## src/sv/dtq_pkg.sv

```systemverilog
`timescale 1ns / 1ps

package dtq_pkg;

    localparam int QUEUE_DEPTH = 16;
    localparam int TIME_BITS   = 48;
    localparam int TAG_BITS    = 16;
    localparam int CNT_BITS    = $clog2(QUEUE_DEPTH + 1);
    localparam int IDX_BITS    = $clog2(QUEUE_DEPTH);

    localparam logic       OP_ENQUEUE = 1'b0;
    localparam logic       OP_FIRE    = 1'b1;

    localparam logic [1:0] KIND_ACCEPT = 2'd0;
    localparam logic [1:0] KIND_FULL   = 2'd1;
    localparam logic [1:0] KIND_DUE    = 2'd2;
    localparam logic [1:0] KIND_DONE   = 2'd3;

    typedef struct packed {
        logic                 opcode;
        logic [TIME_BITS-1:0] now_ms;
        logic [TIME_BITS-1:0] interval_ms;
        logic [TAG_BITS-1:0]  event_tag;
    } in_req_t;

    typedef struct packed {
        logic [1:0]           kind;
        logic [TAG_BITS-1:0]  due_tag;
        logic                 arm_valid;
        logic [TIME_BITS-1:0] arm_time;
        logic                 last;
    } out_res_t;

    typedef struct packed {
        logic [TIME_BITS-1:0] deadline;
        logic [TAG_BITS-1:0]  tag;
    } ent_t;

    typedef struct packed {
        logic                en;
        logic [IDX_BITS-1:0] addr;
        ent_t                data;
    } tbl_wr_t;

    typedef enum logic {
        ALU_ADD_SAT,
        ALU_SUB
    } alu_op_t;

    typedef struct packed {
        logic [TIME_BITS-1:0] value;
        logic                 flag;
    } alu_res_t;

    typedef enum logic [2:0] {
        S_IDLE,
        S_ADD,
        S_CMP,
        S_INS,
        S_FCMP,
        S_FDONE
    } state_t;

endpackage

```

## src/sv/dtq_alu.sv

```systemverilog
`timescale 1ns / 1ps

// Shared adder/subtractor. Add saturates, flag = carry.
// Sub gives a - b, flag = borrow (a < b).
module dtq_alu
    import dtq_pkg::*;
(
    input  alu_op_t              op,
    input  logic [TIME_BITS-1:0] a,
    input  logic [TIME_BITS-1:0] b,
    output alu_res_t             res
);

    logic [TIME_BITS:0] sum;

    always_comb begin
        case (op)
            ALU_ADD_SAT: sum = {1'b0, a} + {1'b0, b};
            ALU_SUB:     sum = {1'b0, a} - {1'b0, b};
            default:     sum = '0;
        endcase
    end

    always_comb begin
        res.flag = sum[TIME_BITS];
        if (op == ALU_ADD_SAT && sum[TIME_BITS]) begin
            res.value = '1;
        end else begin
            res.value = sum[TIME_BITS-1:0];
        end
    end

endmodule

```

## src/sv/dtq_table.sv

```systemverilog
`timescale 1ns / 1ps

// Event table: one write port, one registered read port.
module dtq_table
    import dtq_pkg::*;
(
    input  logic                aclk,
    input  tbl_wr_t             wr,
    input  logic [IDX_BITS-1:0] rd_addr,
    output ent_t                rd_data
);

    ent_t mem [QUEUE_DEPTH];
    ent_t rd_data_reg;

    always_ff @(posedge aclk) begin
        if (wr.en) begin
            mem[wr.addr] <= wr.data;
        end
        rd_data_reg <= mem[rd_addr];
    end

    assign rd_data = rd_data_reg;

endmodule

```

## src/sv/deadline_timer_queue.sv

```systemverilog
`timescale 1ns / 1ps

// Channel   Dir  Handshake          Payload
// s_        in   s_valid / s_ready  s_req  (in_req_t: opcode, now, delay, tag)
// m_        out  m_valid / m_ready  m_res  (out_res_t: kind, tag, arm, last)
//
// Enqueue: S_ADD forms the deadline, S_CMP compares entries walking from the
//   tail (at most QUEUE_DEPTH - 1) on the single compare unit and table read
//   port, S_INS writes the entry and loads the result; a refusal loads in S_ADD.
// Fire: S_FCMP loads one result per due event and stops at the first event not
//   due, then S_FDONE loads the closing result. s_ready returns the cycle after.
// Reset clears count, head, armed state and the output valid; the table
//   itself needs no clearing, only written entries are ever read.
// A held result stalls only the step that wants to issue the next one;
//   s_ready rises again as soon as the sequencer is back in idle.
module deadline_timer_queue
    import dtq_pkg::*;
(
    input  logic     aclk,
    input  logic     aresetn,
    input  logic     s_valid,
    output logic     s_ready,
    input  in_req_t  s_req,
    output logic     m_valid,
    input  logic     m_ready,
    output out_res_t m_res
);

    // Logical slot to physical table address, circular from head.
    function automatic logic [IDX_BITS-1:0] phys(input logic [IDX_BITS-1:0] head,
                                                 input logic [CNT_BITS-1:0] slot);
        logic [CNT_BITS:0] s;
        s = (CNT_BITS + 1)'(head) + (CNT_BITS + 1)'(slot);
        if (s >= (CNT_BITS + 1)'(QUEUE_DEPTH)) begin
            s = s - (CNT_BITS + 1)'(QUEUE_DEPTH);
        end
        return s[IDX_BITS-1:0];
    endfunction

    state_t               state_reg, state_next;
    in_req_t              req_reg;
    logic [CNT_BITS-1:0]  count_reg, count_next;
    logic [IDX_BITS-1:0]  head_reg, head_next;
    logic [TIME_BITS-1:0] nft_reg, nft_next;
    logic                 nfv_reg, nfv_next;
    logic [TIME_BITS-1:0] d_reg, d_next;
    logic [CNT_BITS-1:0]  j_reg, j_next;
    logic [CNT_BITS-1:0]  pos_reg, pos_next;
    out_res_t             m_res_reg, res_next;
    logic                 m_valid_reg;
    logic                 load;

    logic                 s_fire;
    logic                 out_free;
    logic                 full;
    logic                 shift;
    logic                 arm;

    tbl_wr_t              tbl_wr;
    logic [IDX_BITS-1:0]  rd_addr;
    ent_t                 rd_data;

    alu_op_t              alu_op;
    logic [TIME_BITS-1:0] alu_a, alu_b;
    alu_res_t             alu_res;

    dtq_alu u_alu (
        .op  (alu_op),
        .a   (alu_a),
        .b   (alu_b),
        .res (alu_res)
    );

    dtq_table u_table (
        .aclk    (aclk),
        .wr      (tbl_wr),
        .rd_addr (rd_addr),
        .rd_data (rd_data)
    );

    assign s_ready  = (state_reg == S_IDLE);
    assign s_fire   = s_valid && s_ready;
    assign out_free = !m_valid_reg || m_ready;
    assign full     = (count_reg == CNT_BITS'(QUEUE_DEPTH));
    assign m_valid  = m_valid_reg;
    assign m_res    = m_res_reg;

    // Walking back from the tail: slot 0 moves only if the new deadline is
    // strictly earlier; later slots move when their deadline is equal or later.
    assign shift = (j_reg == '0) ? alu_res.flag : !alu_res.flag;
    assign arm   = (pos_reg == '0) && (!nfv_reg || alu_res.flag);

    // Operand selection for the shared unit
    always_comb begin
        alu_op = ALU_SUB;
        alu_a  = d_reg;
        alu_b  = nft_reg;
        case (state_reg)
            S_ADD: begin
                alu_op = ALU_ADD_SAT;
                alu_a  = req_reg.now_ms;
                alu_b  = req_reg.interval_ms;
            end
            S_CMP: begin
                if (j_reg == '0) begin
                    alu_a = d_reg;
                    alu_b = rd_data.deadline;
                end else begin
                    alu_a = rd_data.deadline;
                    alu_b = d_reg;
                end
            end
            S_FCMP: begin
                alu_a = req_reg.now_ms;
                alu_b = rd_data.deadline;
            end
            default: begin
                alu_a = d_reg;
                alu_b = nft_reg;
            end
        endcase
    end

    // Next state
    always_comb begin
        state_next = state_reg;
        case (state_reg)
            S_IDLE: begin
                if (s_fire) begin
                    if (s_req.opcode == OP_ENQUEUE) begin
                        state_next = S_ADD;
                    end else if (count_reg == '0) begin
                        state_next = S_FDONE;
                    end else begin
                        state_next = S_FCMP;
                    end
                end
            end
            S_ADD: begin
                if (full) begin
                    if (out_free) begin
                        state_next = S_IDLE;
                    end
                end else if (count_reg == '0) begin
                    state_next = S_INS;
                end else begin
                    state_next = S_CMP;
                end
            end
            S_CMP: begin
                if (!(shift && j_reg != '0)) begin
                    state_next = S_INS;
                end
            end
            S_INS: begin
                if (out_free) begin
                    state_next = S_IDLE;
                end
            end
            S_FCMP: begin
                if (alu_res.flag) begin
                    state_next = S_FDONE;
                end else if (out_free && count_reg == CNT_BITS'(1)) begin
                    state_next = S_FDONE;
                end
            end
            S_FDONE: begin
                if (out_free) begin
                    state_next = S_IDLE;
                end
            end
            default: state_next = S_IDLE;
        endcase
    end

    // Datapath and outputs
    always_comb begin
        count_next = count_reg;
        head_next  = head_reg;
        nft_next   = nft_reg;
        nfv_next   = nfv_reg;
        d_next     = d_reg;
        j_next     = j_reg;
        pos_next   = pos_reg;
        res_next   = m_res_reg;
        load       = 1'b0;
        tbl_wr     = '0;
        rd_addr    = head_reg;
        case (state_reg)
            S_ADD: begin
                d_next = alu_res.value;
                if (full) begin
                    if (out_free) begin
                        load     = 1'b1;
                        res_next = '{kind: KIND_FULL, due_tag: '0, arm_valid: 1'b0,
                                     arm_time: '0, last: 1'b1};
                    end
                end else if (count_reg == '0) begin
                    pos_next = '0;
                end else begin
                    j_next  = count_reg - CNT_BITS'(1);
                    rd_addr = phys(head_reg, count_reg - CNT_BITS'(1));
                end
            end
            S_CMP: begin
                if (shift) begin
                    tbl_wr.en   = 1'b1;
                    tbl_wr.addr = phys(head_reg, j_reg + CNT_BITS'(1));
                    tbl_wr.data = rd_data;
                    if (j_reg == '0) begin
                        pos_next = '0;
                    end else begin
                        j_next  = j_reg - CNT_BITS'(1);
                        rd_addr = phys(head_reg, j_reg - CNT_BITS'(1));
                    end
                end else begin
                    pos_next = j_reg + CNT_BITS'(1);
                end
            end
            S_INS: begin
                if (out_free) begin
                    tbl_wr.en        = 1'b1;
                    tbl_wr.addr      = phys(head_reg, pos_reg);
                    tbl_wr.data      = '{deadline: d_reg, tag: req_reg.event_tag};
                    count_next       = count_reg + CNT_BITS'(1);
                    load             = 1'b1;
                    res_next         = '{kind: KIND_ACCEPT, due_tag: '0, arm_valid: 1'b0,
                                         arm_time: '0, last: 1'b1};
                    if (arm) begin
                        nft_next           = d_reg;
                        nfv_next           = 1'b1;
                        res_next.arm_valid = 1'b1;
                        res_next.arm_time  = d_reg;
                    end
                end
            end
            S_FCMP: begin
                // no borrow on now - deadline: the head is due
                if (!alu_res.flag && out_free) begin
                    load       = 1'b1;
                    res_next   = '{kind: KIND_DUE, due_tag: rd_data.tag, arm_valid: 1'b0,
                                   arm_time: '0, last: 1'b0};
                    head_next  = phys(head_reg, CNT_BITS'(1));
                    count_next = count_reg - CNT_BITS'(1);
                    rd_addr    = phys(head_reg, CNT_BITS'(1));
                end
            end
            S_FDONE: begin
                if (out_free) begin
                    load     = 1'b1;
                    res_next = '{kind: KIND_DONE, due_tag: '0, arm_valid: 1'b0,
                                 arm_time: '0, last: 1'b1};
                    if (count_reg != '0) begin
                        nft_next           = rd_data.deadline;
                        nfv_next           = 1'b1;
                        res_next.arm_valid = 1'b1;
                        res_next.arm_time  = rd_data.deadline;
                    end else begin
                        nfv_next = 1'b0;
                    end
                end
            end
            default: begin
                rd_addr = head_reg;
            end
        endcase
    end

    always_ff @(posedge aclk) begin
        if (!aresetn) begin
            state_reg   <= S_IDLE;
            count_reg   <= '0;
            head_reg    <= '0;
            nft_reg     <= '0;
            nfv_reg     <= 1'b0;
            m_valid_reg <= 1'b0;
        end else begin
            state_reg <= state_next;
            count_reg <= count_next;
            head_reg  <= head_next;
            nft_reg   <= nft_next;
            nfv_reg   <= nfv_next;
            if (load) begin
                m_valid_reg <= 1'b1;
            end else if (m_ready) begin
                m_valid_reg <= 1'b0;
            end
        end
    end

    always_ff @(posedge aclk) begin
        if (s_fire) begin
            req_reg <= s_req;
        end
        d_reg     <= d_next;
        j_reg     <= j_next;
        pos_reg   <= pos_next;
        m_res_reg <= res_next;
    end

    // Checks
    a_count_bound: assert property (@(posedge aclk) disable iff (!aresetn)
        count_reg <= CNT_BITS'(QUEUE_DEPTH))
        else $error("pending count beyond table depth");

    a_full_keeps_count: assert property (@(posedge aclk) disable iff (!aresetn)
        (load && res_next.kind == KIND_FULL) |=> $stable(count_reg))
        else $error("refused request changed the table");

    a_due_needs_event: assert property (@(posedge aclk) disable iff (!aresetn)
        (load && res_next.kind == KIND_DUE) |-> (count_reg != '0))
        else $error("due event reported from an empty table");

    a_last_marks_end: assert property (@(posedge aclk) disable iff (!aresetn)
        load |-> (res_next.last == (res_next.kind != KIND_DUE)))
        else $error("last flag out of step with result kind");

    a_empty_disarms: assert property (@(posedge aclk) disable iff (!aresetn)
        (state_reg == S_FDONE && out_free && count_reg == '0) |=> !nfv_reg)
        else $error("timer left armed with no events pending");

endmodule
```

## config.mk

```make
export PLATFORM = sky130hd
export DESIGN_NAME = deadline_timer_queue
export DESIGN_NICKNAME = d
export VERILOG_FILES = /design/src/sv/dtq_pkg.sv /design/src/sv/dtq_alu.sv /design/src/sv/dtq_table.sv /design/src/sv/deadline_timer_queue.sv
export SDC_FILE = /design/constraint.sdc
export NUM_CORES = 2
export LEC_CHECK = 0
export ABC_AREA = 1
export BUFFER_PORTS_ARGS = -buffer_cell sky130_fd_sc_hd__buf_4
export CELL_PAD_IN_SITES_DETAIL_PLACEMENT = 0
export CELL_PAD_IN_SITES_GLOBAL_PLACEMENT = 1
export CORE_UTILIZATION = 40
export CTS_CLUSTER_DIAMETER = 150
export CTS_CLUSTER_SIZE = 20
export DETAILED_ROUTE_END_ITERATION = 8
export GPL_ROUTABILITY_DRIVEN = 0
export PLACE_DENSITY = 0.67
export SYNTH_ARGS = -nofsm -noshare
export SYNTH_HDL_FRONTEND = slang
export SYNTH_SLANG_ARGS = --single-unit
```

## constraint.sdc

```tcl
create_clock -name aclk -period 11.6 [get_ports aclk]
set_clock_uncertainty 0.1 [all_clocks]
set_input_delay 1.16 -clock aclk [delete_from_list [all_inputs] [get_ports aclk]]
set_output_delay 1.16 -clock aclk [all_outputs]
set_load 0.03 [all_outputs]
```

==> qor.yml <==
outcome:
  status: "completed"
cts:
  cts_tree: "yes"
  clk_path_buf_depth: 3
  cts_hold_buf: 0
  cts_buffers: 79
  cts_sinks: 1388
  cts_setup_buffers: 0
  cts.clk_slew.worst_paths_ns: 0.11
  ctsResizeCount: 0
  htree_levels: 3
  clock-root-buffer: "clkbuf_16"
  insertion_delay_ns: 0.72
synthesis:
  yosys-top-cells-count: "1,390 x nand2_1, 1,317 x nand3_1, 1,262 x edfxtp_1"
  synth_top_cell_by_area: "edfxtp_1"
  syn_area_sq_um: 65200
  synthArstFlopShare_pct: 0
  yosysMostFrequentCell: "nand2_1"
  avgSynthCellArea_sq_um: 9.85
  synth-seq-area-share_pct: 62.0
  netlist.area_leader.share_pct: 58.1
  synth_edf_count: 1262
  synth_area_leaders: "edfxtp_1 58%, nand3_1 10%, nand2_1 8.0%, inv_1 5.5%, dfxtp_1 3.9%"
  yosysWarnings: 0
  syn_nets: 6810
  syn_inst: 6620
  synth-seq-cells: 1388
  synth.distinct_cells: 55
  synth-main-ff-cell: "edfxtp_1"
die:
  die_height_um: 406
  dieArea_sq_um: 165000
  initial_core_util_pct: 40.4
  die_x_um: 406
  rows: 147
  core_sq_um: 161000
  ioPinCount: 187
global_route:
  grt_pass1_vias: 44900
  grt_pass1_wl_um: 304000
  antenna_found_initial: 4
  grt_use_total_pct: 24.9
  grt_overflow: 0
  grt_max_degree: 173
sta:
  finalSetupViolCount: 0
  worstMarginPinSlew_ns: 1.34
  worst_slack_ns: 1.55
  finalHoldViolations: 0
  fin_crit_sh_pct: 86.6
  rsz0062_at_grt: "false"
  max_freq_mhz: 99.5
  drv_slew: 0
  timing.setup.tns_ns: 0
  min_period_ns: 10.05
  slew_headroom_pct: 10.6
layout:
  fillers: 15300
  drive_gt1_share_pct: 7.63
  final_nets: 6831
  largest_reg_flops: 1024
  syn2layout_area_growth_pct: 9.54
setup_path:
  cp_data_arrival_time_ns: 10.59
  crit_family: "simple AND/OR/NAND/NOR gates"
  cp.depth: 42
  path_max_fanout: 80
  crit_slowest_cell: "dfxtp_1"
  cp.buffers_inverters: 7
  rr_worst_depth: 42
  critical_path.max_stage_delay_ns: 0.72
  required_ns: 12.14
  crit_top_cell: "nand2_1"
  cp-start-kind: "flop"
  crit_type: "flop to flop"
  end_kind: "flop"
place:
  io_buffer_count: 186
  preCtsSetupSlack_ns: 1.83
  dp_hpwl_um: 120000
worst_hold_path:
  hp-class: "flop to flop"
  hold_depth: 2
detailed_routing:
  drc: 0
  wirelength_um: 208000
  detail_route.first_pass.iterations: 6
  drt_iter0_drc: 4968
  ant_nets: 0
  dr_total_vias: 47900
  vias_per_cell: 5.40
  drt-wirelength-per-cell_um: 23.5
run:
  maxCapViolations: 0
[worst register-to-register path, delay by kind of cell, from the launching register on]
| kind | cells | cell delay [ns] |
|---|---|---|
| buffers and inverters | 7 | 1.55 |
| DFF | 1 | 0.72 |
| and+or+nand+nor | 29 | 6.04 |
| xor gates and xnor gates | 1 | 0.18 |
| AOI/OAI and AO/OA | 3 | 0.62 |
| adders and majority gates | 2 | 0.73 |
[per-stage QoR]
| stage | instances | area [sq um] | hold slack [ns] | util [%] |
|---|---|---|---|---|
| detailed placement | 8720 | 69100 | 0.344 | 42.9 |
| global route | 8861 | 71500 | 0.373 | 44.3 |
| floorplan | 6620 | 65200 | 0.330 | - |
| global placement | 8720 | 69100 | 0.340 | 42.9 |
| finish | 8862 | 71500 | 0.358 | 44.3 |
| CTS | 8861 | 71500 | 0.358 | 44.3 |
[cells by family (layout without fill, tap and decap cells)]
group	Yosys count	in the layout	share of synthesized area, %
flip-flops	1388	1388	62.0
AO/OA/AOI/OAI	587	587	5.11
other	0	1	0
adder cells (fa/ha/maj)	73	73	1.46
buffers and inverters	1350	1431	8.56
multiplexers	1	1	0.0153
AND/OR/NAND/NOR	3132	3132	21.7
XOR/XNOR	89	89	1.19
[placed cells by master, fill, tap and decap left out, types with 24 or more instances in the layout]
cell type,n
nand2_1,1387
nand3_1,1315
edfxtp_1,1262
inv_1,952
buf_4,300
o21ai_0,199
nor2_1,180
a21oi_1,173
nand3b_1,137
dfxtp_1,126
clkbuf_16,83
o22ai_1,80
ha_1,68
xor2_1,62
clkbuf_1,55
a31oi_1,28
xnor2_1,27
o221ai_1,26
buf_12,26
nor3_1,25
nor2_4,24
[routing by layer]
metal	GRT usage [%]	up-vias	wire length, um
li1	-	22400	-
met1	35.2	23600	92800
met2	39.9	1571	95800
met3	2.50	269	12100
met4	8.59	0	7320
met5	0	-	0
[worst paths after layout]
check	from	slack, ns	end
setup reg to reg	state_reg[2]$_SDFFE_PN0P_	1.55	u_table.rd_data[48]$_DFF_P_
hold reg to reg	nft_reg[28]$_SDFFE_PN0P_	0.36	nft_reg[28]$_SDFFE_PN0P_
setup / recovery	state_reg[2]$_SDFFE_PN0P_	1.55	u_table.rd_data[48]$_DFF_P_
hold / removal	nft_reg[28]$_SDFFE_PN0P_	0.36	nft_reg[28]$_SDFFE_PN0P_
[cell type report]
type | count | area [sq um] | area share (%)
inverter | 964 | 3630 | 5.08
timing repair buffer | 326 | 2770 | 3.88
sequential | 1388 | 40400 | 56.6
multi-input combinational | 3882 | 19600 | 27.4
tap | 2160 | 2700 | 3.78
antenna | 1 | 2.50 | 0.00350
clock buffer | 138 | 2280 | 3.20
clock inverter | 3 | 48.8 | 0.0683
Power is left out: the tool's default activity adds up to more than one toggle a clock period on the data nets, which glitch-free logic cannot reach.
